File: config.mk
export PLATFORM = sky130hd
export DESIGN_NAME = longest_unique_run_window_top_flat
export DESIGN_NICKNAME = d
export VERILOG_FILES = /design/src/hw/rtl/lurw_pkg.sv /design/src/hw/rtl/lurw_if.sv /design/src/hw/rtl/longest_unique_run_window_top.sv /design/src/hw/rtl/lurw_ram.sv /design/src/hw/rtl/lurw_issue.sv /design/src/hw/rtl/lurw_update.sv /design/src/flat_wrapper.sv
export SDC_FILE = /design/constraint.sdc
export NUM_CORES = 2
export LEC_CHECK = 0
export BUFFER_PORTS_ARGS = -buffer_cell sky130_fd_sc_hd__buf_4
export CORE_MARGIN = 10
export CORE_UTILIZATION = 47
export DETAILED_ROUTE_END_ITERATION = 10
export GPL_TIMING_DRIVEN = 0
export HOLD_SLACK_MARGIN = 0.1
export SLEW_MARGIN = 20
export SYNTH_ARGS = -nofsm -noshare
export SYNTH_HDL_FRONTEND = slang
export SYNTH_SLANG_ARGS = --single-unit
File: constraint.sdc
create_clock -name i_clk -period 11.9 [get_ports i_clk]
set_clock_uncertainty 0.1 [all_clocks]
set_input_delay 0.595 -clock i_clk [delete_from_list [all_inputs] [get_ports i_clk]]
set_output_delay 0.595 -clock i_clk [all_outputs]
set_load 0.03 [all_outputs]
File: src/hw/rtl/lurw_pkg.sv
package lurw_pkg;

    // Longest string length kept; later bytes of a string are dropped
    localparam int MAX_LEN = 1024;

    localparam int CHAR_W  = 8;
    localparam int CHARS   = 1 << CHAR_W;
    localparam int LEN_W   = 11;
    localparam int ADDR_W  = $clog2(MAX_LEN);
    localparam int POS_W   = $clog2(MAX_LEN + 1);

    typedef logic [CHAR_W-1:0] t_char;
    typedef logic [ADDR_W-1:0] t_addr;
    typedef logic [POS_W-1:0]  t_pos;
    typedef logic [LEN_W-1:0]  t_len;

    // Request waiting for its table read to return
    typedef struct packed {
        logic  valid;
        t_char char_code;
        logic  last;
        logic  fwd_hit;
        t_addr fwd_pos;
    } t_s1;

    // Table write from the update stage
    typedef struct packed {
        logic  en;
        t_char addr;
        t_addr data;
    } t_wr;

endpackage

File: src/hw/rtl/lurw_if.sv
interface lurw_in_if;
    logic                        valid;
    logic                        ready;
    logic [lurw_pkg::CHAR_W-1:0] char_code;
    logic                        end_of_string;

    modport source (output valid, output char_code, output end_of_string, input ready);
    modport sink   (input valid, input char_code, input end_of_string, output ready);
endinterface

interface lurw_out_if;
    logic                       valid;
    logic                       ready;
    logic [lurw_pkg::LEN_W-1:0] best_length;
    logic [lurw_pkg::LEN_W-1:0] window_length;
    logic                       string_done;
    logic                       overflow;

    modport source (output valid, output best_length, output window_length,
                    output string_done, output overflow, input ready);
    modport sink   (input valid, input best_length, input window_length,
                    input string_done, input overflow, output ready);
endinterface

File: src/hw/rtl/longest_unique_run_window_top.sv
// Channel  | Dir | Fields                                           | Request
// i_in     | in  | char_code, end_of_string                         | one byte
// o_out    | out | best_length, window_length, string_done, overflow | one result per byte
//
// One byte per cycle unless o_out stalls; path: read slot, then output register.
// The rate is set by the last-position table: one read and one write port, one
// access of each per byte, with a same-entry write forwarded to the next byte.
// Reset (i_rst_n low, synchronous) empties the pipeline and clears string state;
// the table itself needs no clearing, seen flags cover it.
// A stalled output register holds the request behind it and then i_in.ready.
module longest_unique_run_window_top (
    input  logic    i_clk,
    input  logic    i_rst_n,
    lurw_in_if.sink    i_in,
    lurw_out_if.source o_out
);
    import lurw_pkg::*;

    t_s1   s1;
    t_wr   wr;
    logic  adv;
    logic  rd_en;
    t_char rd_addr;
    t_addr rd_data;

    lurw_issue u_issue (
        .i_clk     (i_clk),
        .i_rst_n   (i_rst_n),
        .i_in      (i_in),
        .i_adv     (adv),
        .i_wr      (wr),
        .o_rd_en   (rd_en),
        .o_rd_addr (rd_addr),
        .o_s1      (s1)
    );

    lurw_ram #(
        .WIDTH (ADDR_W),
        .DEPTH (CHARS)
    ) u_pos_ram (
        .i_clk     (i_clk),
        .i_wr_en   (wr.en),
        .i_wr_addr (wr.addr),
        .i_wr_data (wr.data),
        .i_rd_en   (rd_en),
        .i_rd_addr (rd_addr),
        .o_rd_data (rd_data)
    );

    lurw_update u_update (
        .i_clk     (i_clk),
        .i_rst_n   (i_rst_n),
        .i_s1      (s1),
        .i_rd_data (rd_data),
        .o_out     (o_out),
        .o_adv     (adv),
        .o_wr      (wr)
    );

    // A blocked output register must hold back a waiting request
    a_stall_holds_input: assert property (@(posedge i_clk) disable iff (!i_rst_n)
        s1.valid && o_out.valid && !o_out.ready |-> !i_in.ready)
        else $error("input accepted while the read slot is blocked");

    // A write to the entry being read must be forwarded
    a_forward: assert property (@(posedge i_clk) disable iff (!i_rst_n)
        i_in.valid && i_in.ready && wr.en && (wr.addr == i_in.char_code)
        |=> s1.fwd_hit)
        else $error("same-entry write not forwarded");

    // The current window never beats the best one
    a_win_le_best: assert property (@(posedge i_clk) disable iff (!i_rst_n)
        o_out.valid |-> o_out.window_length <= o_out.best_length)
        else $error("window length above best length");

    // Table writes happen only when a request moves on
    a_write_on_adv: assert property (@(posedge i_clk) disable iff (!i_rst_n)
        wr.en |-> adv && s1.valid)
        else $error("table write without an advancing request");

endmodule

File: src/hw/rtl/lurw_ram.sv
module lurw_ram #(
    parameter int WIDTH = 8,
    parameter int DEPTH = 256
) (
    input  logic                     i_clk,
    input  logic                     i_wr_en,
    input  logic [$clog2(DEPTH)-1:0] i_wr_addr,
    input  logic [WIDTH-1:0]         i_wr_data,
    input  logic                     i_rd_en,
    input  logic [$clog2(DEPTH)-1:0] i_rd_addr,
    output logic [WIDTH-1:0]         o_rd_data
);

    logic [WIDTH-1:0] r_mem [DEPTH];
    logic [WIDTH-1:0] r_rd_data;

    // Write port
    always_ff @(posedge i_clk) begin
        if (i_wr_en) begin
            r_mem[i_wr_addr] <= i_wr_data;
        end
    end

    // Registered read, old data on a same-address write
    always_ff @(posedge i_clk) begin
        if (i_rd_en) begin
            r_rd_data <= r_mem[i_rd_addr];
        end
    end

    assign o_rd_data = r_rd_data;

endmodule

File: src/hw/rtl/lurw_issue.sv
module lurw_issue (
    input  logic             i_clk,
    input  logic             i_rst_n,
    lurw_in_if.sink          i_in,
    input  logic             i_adv,
    input  lurw_pkg::t_wr    i_wr,
    output logic             o_rd_en,
    output lurw_pkg::t_char  o_rd_addr,
    output lurw_pkg::t_s1    o_s1
);
    import lurw_pkg::*;

    t_s1  r_s1;
    logic accept;

    // Take a new request when the read slot is free or drains this cycle
    assign i_in.ready = !r_s1.valid || i_adv;
    assign accept     = i_in.valid && i_in.ready;

    // Issue the table read with the request
    assign o_rd_en   = accept;
    assign o_rd_addr = i_in.char_code;

    // Hold the read slot; forward a write that lands on the same entry this edge
    always_ff @(posedge i_clk) begin
        if (!i_rst_n) begin
            r_s1.valid <= 1'b0;
        end else if (accept) begin
            r_s1.valid     <= 1'b1;
            r_s1.char_code <= i_in.char_code;
            r_s1.last      <= i_in.end_of_string;
            r_s1.fwd_hit   <= i_wr.en && (i_wr.addr == i_in.char_code);
            r_s1.fwd_pos   <= i_wr.data;
        end else if (i_adv) begin
            r_s1.valid <= 1'b0;
        end
    end

    assign o_s1 = r_s1;

endmodule

File: src/hw/rtl/lurw_update.sv
module lurw_update (
    input  logic            i_clk,
    input  logic            i_rst_n,
    input  lurw_pkg::t_s1   i_s1,
    input  lurw_pkg::t_addr i_rd_data,
    lurw_out_if.source      o_out,
    output logic            o_adv,
    output lurw_pkg::t_wr   o_wr
);
    import lurw_pkg::*;

    t_pos             r_pos;
    t_addr            r_ws;
    t_pos             r_best;
    logic             r_ovf;
    logic [CHARS-1:0] r_seen;

    logic             r_out_valid;
    t_len             r_out_best;
    t_len             r_out_win;
    logic             r_out_done;
    logic             r_out_ovf;

    logic             full;
    logic             seen;
    t_addr            last_pos;
    t_addr            n_ws;
    t_pos             n_pos;
    t_pos             n_best;
    logic             n_ovf;
    t_pos             win;

    // Advance when the output register is empty or being taken
    assign o_adv = i_s1.valid && (!r_out_valid || o_out.ready);

    // Read-modify of the window state for the current request
    always_comb begin
        full     = (r_pos >= POS_W'(MAX_LEN));
        seen     = r_seen[i_s1.char_code];
        last_pos = i_s1.fwd_hit ? i_s1.fwd_pos : i_rd_data;
        n_ws     = r_ws;
        n_pos    = r_pos;
        n_best   = r_best;
        n_ovf    = r_ovf;
        win      = r_pos - POS_W'(r_ws);
        if (full) begin
            n_ovf = 1'b1;
        end else begin
            if (seen && (last_pos >= r_ws)) begin
                n_ws = ADDR_W'(POS_W'(last_pos) + POS_W'(1));
            end
            n_pos = r_pos + POS_W'(1);
            win   = n_pos - POS_W'(n_ws);
            if (win > r_best) begin
                n_best = win;
            end
        end
    end

    // Write back the last position of this character
    assign o_wr.en   = o_adv && !full;
    assign o_wr.addr = i_s1.char_code;
    assign o_wr.data = r_pos[ADDR_W-1:0];

    // Update string state; drop it all after the last byte
    always_ff @(posedge i_clk) begin
        if (!i_rst_n) begin
            r_pos  <= '0;
            r_ws   <= '0;
            r_best <= '0;
            r_ovf  <= 1'b0;
            r_seen <= '0;
        end else if (o_adv) begin
            if (i_s1.last) begin
                r_pos  <= '0;
                r_ws   <= '0;
                r_best <= '0;
                r_ovf  <= 1'b0;
                r_seen <= '0;
            end else begin
                r_pos  <= n_pos;
                r_ws   <= n_ws;
                r_best <= n_best;
                r_ovf  <= n_ovf;
                if (!full) begin
                    r_seen[i_s1.char_code] <= 1'b1;
                end
            end
        end
    end

    // Output register valid
    always_ff @(posedge i_clk) begin
        if (!i_rst_n) begin
            r_out_valid <= 1'b0;
        end else if (o_adv) begin
            r_out_valid <= 1'b1;
        end else if (o_out.ready) begin
            r_out_valid <= 1'b0;
        end
    end

    // Output register payload
    always_ff @(posedge i_clk) begin
        if (o_adv) begin
            r_out_best <= LEN_W'(n_best);
            r_out_win  <= LEN_W'(win);
            r_out_done <= i_s1.last;
            r_out_ovf  <= n_ovf;
        end
    end

    assign o_out.valid         = r_out_valid;
    assign o_out.best_length   = r_out_best;
    assign o_out.window_length = r_out_win;
    assign o_out.string_done   = r_out_done;
    assign o_out.overflow      = r_out_ovf;

endmodule
File: src/flat_wrapper.sv
// flat-port wrapper written by rule: the top's interface ports become plain ports
module longest_unique_run_window_top_flat import lurw_pkg::*;
  (i_clk, i_rst_n, i_in_valid, i_in_char_code, i_in_end_of_string, i_in_ready, o_out_valid, o_out_best_length, o_out_window_length, o_out_string_done, o_out_overflow, o_out_ready);
  lurw_in_if i_in_i ();
  lurw_out_if o_out_i ();
  input  logic i_clk;
  input  logic i_rst_n;
  input wire logic [$bits(i_in_i.valid)-1:0] i_in_valid;
  input wire logic [$bits(i_in_i.char_code)-1:0] i_in_char_code;
  input wire logic [$bits(i_in_i.end_of_string)-1:0] i_in_end_of_string;
  output wire logic [$bits(i_in_i.ready)-1:0] i_in_ready;
  output wire logic [$bits(o_out_i.valid)-1:0] o_out_valid;
  output wire logic [$bits(o_out_i.best_length)-1:0] o_out_best_length;
  output wire logic [$bits(o_out_i.window_length)-1:0] o_out_window_length;
  output wire logic [$bits(o_out_i.string_done)-1:0] o_out_string_done;
  output wire logic [$bits(o_out_i.overflow)-1:0] o_out_overflow;
  input wire logic [$bits(o_out_i.ready)-1:0] o_out_ready;
  assign i_in_i.valid = i_in_valid;
  assign i_in_i.char_code = i_in_char_code;
  assign i_in_i.end_of_string = i_in_end_of_string;
  assign i_in_ready = i_in_i.ready;
  assign o_out_valid = o_out_i.valid;
  assign o_out_best_length = o_out_i.best_length;
  assign o_out_window_length = o_out_i.window_length;
  assign o_out_string_done = o_out_i.string_done;
  assign o_out_overflow = o_out_i.overflow;
  assign o_out_i.ready = o_out_ready;
  longest_unique_run_window_top u_core (.i_clk(i_clk), .i_rst_n(i_rst_n), .i_in(i_in_i), .o_out(o_out_i));
endmodule
==> impl_metrics.tcl <==
set metrics [dict create \
    via_per_inst 6.21 \
    slew_headroom_pct 6.60 \
    arrival_ns 9.85 \
    path_class "flip-flop to flip-flop" \
    routed_wirelength_um 316000 \
    rsz0062_at_grt "false" \
    clk_path_buf_depth 4 \
    antenna_found_initial 15 \
    cp_max_fo 10 \
    reg2reg_to "u_core.u_update.o_out.best_length[5]$_DFFE_PP_" \
    initial_core_util_pct 47.4 \
    fmax_ghz 0.108 \
    gp_congestion 0.879 \
    grtUsageTotal_pct 24.1 \
    core_mm2 0.239 \
    post_cts_buffers 0 \
    fin_crit_sh_pct 78.0 \
    muxShareOfSynthArea_pct 18.5 \
    hold_violations 0 \
    drt_iter0_markers 7777 \
    cts_root_buffer "clkbuf_16" \
    die_x_um 510 \
    cpPeakStageDelay_ns 0.90 \
    wire_per_inst_um 33.9 \
    cts_tree "done" \
    grt_start_max_net_pins 75 \
    cap_violations 0 \
    ys_ff_latch 2905 \
    vias 57800 \
    cts.sinks 2905 \
    port_buffers 38 \
    synth_compound_area_share_pct 2.09 \
    synth-main-ff-cell "edfxtp_1" \
    grtUsageMet3_pct 5.20 \
    overflow 0 \
    yosysSeqAreaShare_pct 74.6 \
    grt_pass1_vias 56800 \
    min_path_cells 3 \
    drv_slew 0 \
    fp.dieArea_mm2 0.260 \
    powerDensity_mw_per_mm2 163 \
    layout_common_cells "edfxtp_1, mux4_2, nor2_1, clkbuf_16, clkbuf_1" \
    end_kind "flip-flop" \
    hold_path.class "input port to flip-flop" \
    reg2reg_depth 29 \
    fin_area_mm2 0.129 \
    fillers 18300 \
    synthSimpleGateAreaFrac_pct 2.62 \
    nets 5964 \
    layout_commonest_cell "edfxtp_1" \
    worstMarginPinSlew_ns 1.40 \
    hold_end "u_core.u_update.r_best[1]$_SDFFE_PN0P_" \
    crit_slowest_cell "clkbuf_1" \
    dpl-instance-area_mm2 0.119 \
    leakage_nw 39.8 \
    synth_top_family_by_area "multiplexers" \
    cp_common_cell "o21ai_0" \
    dr.pass1.iters 5 \
    synth-edff-count 2614 \
    cts-htree-levels 5 \
    syn-num-nets 5529 \
    clkTransAtPathRegs_ns 0.06 \
    yosysWarnings 0 \
    numCtsBuffers 317 \
    grtUsageMet1_pct 34.7 \
    drc 0 \
    synth_cell_type_count 55 \
    use_met2_pct 37.0 \
    rrSetupSlack_ns 2.62 \
    worstHoldStart "i_rst_n" \
    ioPinCount 39 \
    synth_xor_xnor_area_share_pct 0.295 \
    crit_required_ns 12.46 \
    ant_nets 0 \
    syn_avg_cell_area_um2 20.7 \
    syn_inst 5470 \
    r2r-start "u_core.u_issue.o_s1[18]$_DFFE_PP_" \
    die_y_um 510 \
    final-setup-viol-count 0 \
    status "finished clean" \
    rows 179 \
    drive_gt1_share_pct 26.5 \
    dp_hpwl_um 212000 \
    busiest_layer "met2" \
    syn_area_mm2 0.113 \
    clock_latency_ns 0.94 \
    postSynth.asyncResetShare_pct 0 \
    synthToLayoutAreaGrowth_pct 14.0 \
    finalCriticalPeriod_ns 9.28 \
    ir_drop_mv 0.111 \
    grt_pass1_wl_um 441000 \
    worst_setup_path_start_kind "flip-flop" \
    setup_tns_ns 0 \
    synth_fa_ha_area_share_pct 0.523 \
]
-- report_power, final --
part           internal [mW]  switching (mW)
Clock                   5.41            3.90
Sequential              11.0         0.00903
Combinational          0.251           0.492
Total                   16.7            4.40
-- critical path, delay by kind of cell (launching register included) --
| family | cells | cell delay [ns] |
|---|---|---|
| adder cells (fa/ha/maj) | 3 | 0.92 |
| AO/OA/AOI/OAI | 13 | 2.48 |
| XOR/XNOR | 1 | 0.36 |
| buffers and inverters | 5 | 2.74 |
| flip-flops | 1 | 0.34 |
| AND/OR/NAND/NOR | 7 | 2.02 |
-- layout make-up --
type	instances	area, µm²	share of cell area (%)
antenna	7	17.5	0.0136
inverter	41	154	0.119
tap	3167	3960	3.08
clock buffer	414	8510	6.61
multi-input combinational	2186	27300	21.2
sequential	2905	84400	65.5
clock inverter	134	1120	0.872
timing repair buffer	116	1950	1.51
buffer	338	1430	1.11
-- synthesized netlist by cell type, types with 4 or more instances --
master / instances / share of area (%)
nand2b_1: 9 / 0.050
xnor2_1: 23 / 0.18
a21oi_1: 279 / 1.2
inv_1: 39 / 0.13
mux4_2: 904 / 18
o2bb2ai_1: 10 / 0.078
nand2_1: 68 / 0.23
and3_1: 8 / 0.044
and2_1: 8 / 0.044
nor2b_1: 23 / 0.13
nor4_1: 5 / 0.028
a21o_1: 10 / 0.066
buf_4: 5 / 0.033
o21ai_0: 45 / 0.20
nand4_1: 8 / 0.044
edfxtp_1: 2614 / 69
buf_1: 23 / 0.076
a311oi_1: 4 / 0.031
nor2_1: 568 / 1.9
mux2i_1: 41 / 0.36
a22oi_1: 10 / 0.066
o21a_1: 5 / 0.033
buf_2: 63 / 0.28
nand3_1: 17 / 0.075
xor2_1: 15 / 0.12
dfxtp_1: 291 / 5.2
mux2_2: 11 / 0.11
a221oi_1: 9 / 0.070
clkbuf_1: 247 / 0.82
nor3_1: 12 / 0.053
a32o_1: 11 / 0.097
ha_1: 44 / 0.49
a211oi_1: 5 / 0.033
-- routing by layer --
metal / up-vias / share of wire [%]
met5: - / 0.032
met1: 31100 / 41
met2: 2782 / 47
met3: 535 / 9.2
met4: 12 / 3.3
li1: 23400 / -
-- flip-flops by register name, indices dropped and copies added (netlist names) --
name	count
u_core.u_update.o_out.string_done	1
u_core.u_update.r_best	11
u_core.u_update.o_out.overflow	1
u_core.u_issue.o_s1	21
u_core.u_pos_ram.o_rd_data	10
u_core.u_update.o_out.valid	1
u_core.u_update.r_ws	10
u_core.u_update.r_ovf	1
u_core.u_update.r_seen	256
u_core.u_pos_ram.r_mem	2560
u_core.u_update.o_out.best_length	11
u_core.u_update.o_out.window_length	11
u_core.u_update.r_pos	11
-- worst max path at each step --
stage                                                from                                              to  cells past startpoint
CTS                     u_core.u_issue.o_s1[18]$_DFFE_PP_  u_core.u_update.o_out.best_length[5]$_DFFE_PP_                     29
global route            u_core.u_issue.o_s1[18]$_DFFE_PP_  u_core.u_update.o_out.best_length[6]$_DFFE_PP_                     29
finish                  u_core.u_issue.o_s1[18]$_DFFE_PP_  u_core.u_update.o_out.best_length[5]$_DFFE_PP_                     29
detailed placement      u_core.u_issue.o_s1[18]$_DFFE_PP_  u_core.u_update.o_out.best_length[5]$_DFFE_PP_                     29
global placement    u_core.u_update.r_pos[0]$_SDFFE_PN0P_  u_core.u_update.o_out.best_length[5]$_DFFE_PP_                     17
floorplan           u_core.u_update.r_pos[0]$_SDFFE_PN0P_  u_core.u_update.o_out.best_length[9]$_DFFE_PP_                     16
-- logic make-up after synthesis --
| group | Yosys count |
|---|---|
| flip-flops | 2905 |
| multiplexers | 956 |
| AND/OR/NAND/NOR | 732 |
| AO/OA/AOI/OAI | 414 |
| buffers and inverters | 379 |
| adder cells (fa/ha/maj) | 46 |
| XOR/XNOR | 38 |
-- stage by stage --
stage          setup WS [ns]  hold WS, ns  instances  utilization (%)  total power [mW]
2_1_floorplan           3.66        0.324       5470                -              11.7
3_3_place_gp           -1.64        0.337       8675             49.1              12.0
3_5_place_dp            2.87        0.349       8738             49.9              12.0
4_1_cts                 2.85        0.254       9298             54.0              21.2
5_1_grt                 2.11        0.306       9303             54.0              21.6
6_report                2.62        0.314       9308             54.0              21.1
-- timing repair --
| action | CTS | global route |
|---|---|---|
| resized for setup | 0 | 0 |
| hold endpoints to repair | 12 | 0 |
| hold buffers | 12 | 0 |
No activity file was read; power rests on OpenSTA's default activity.
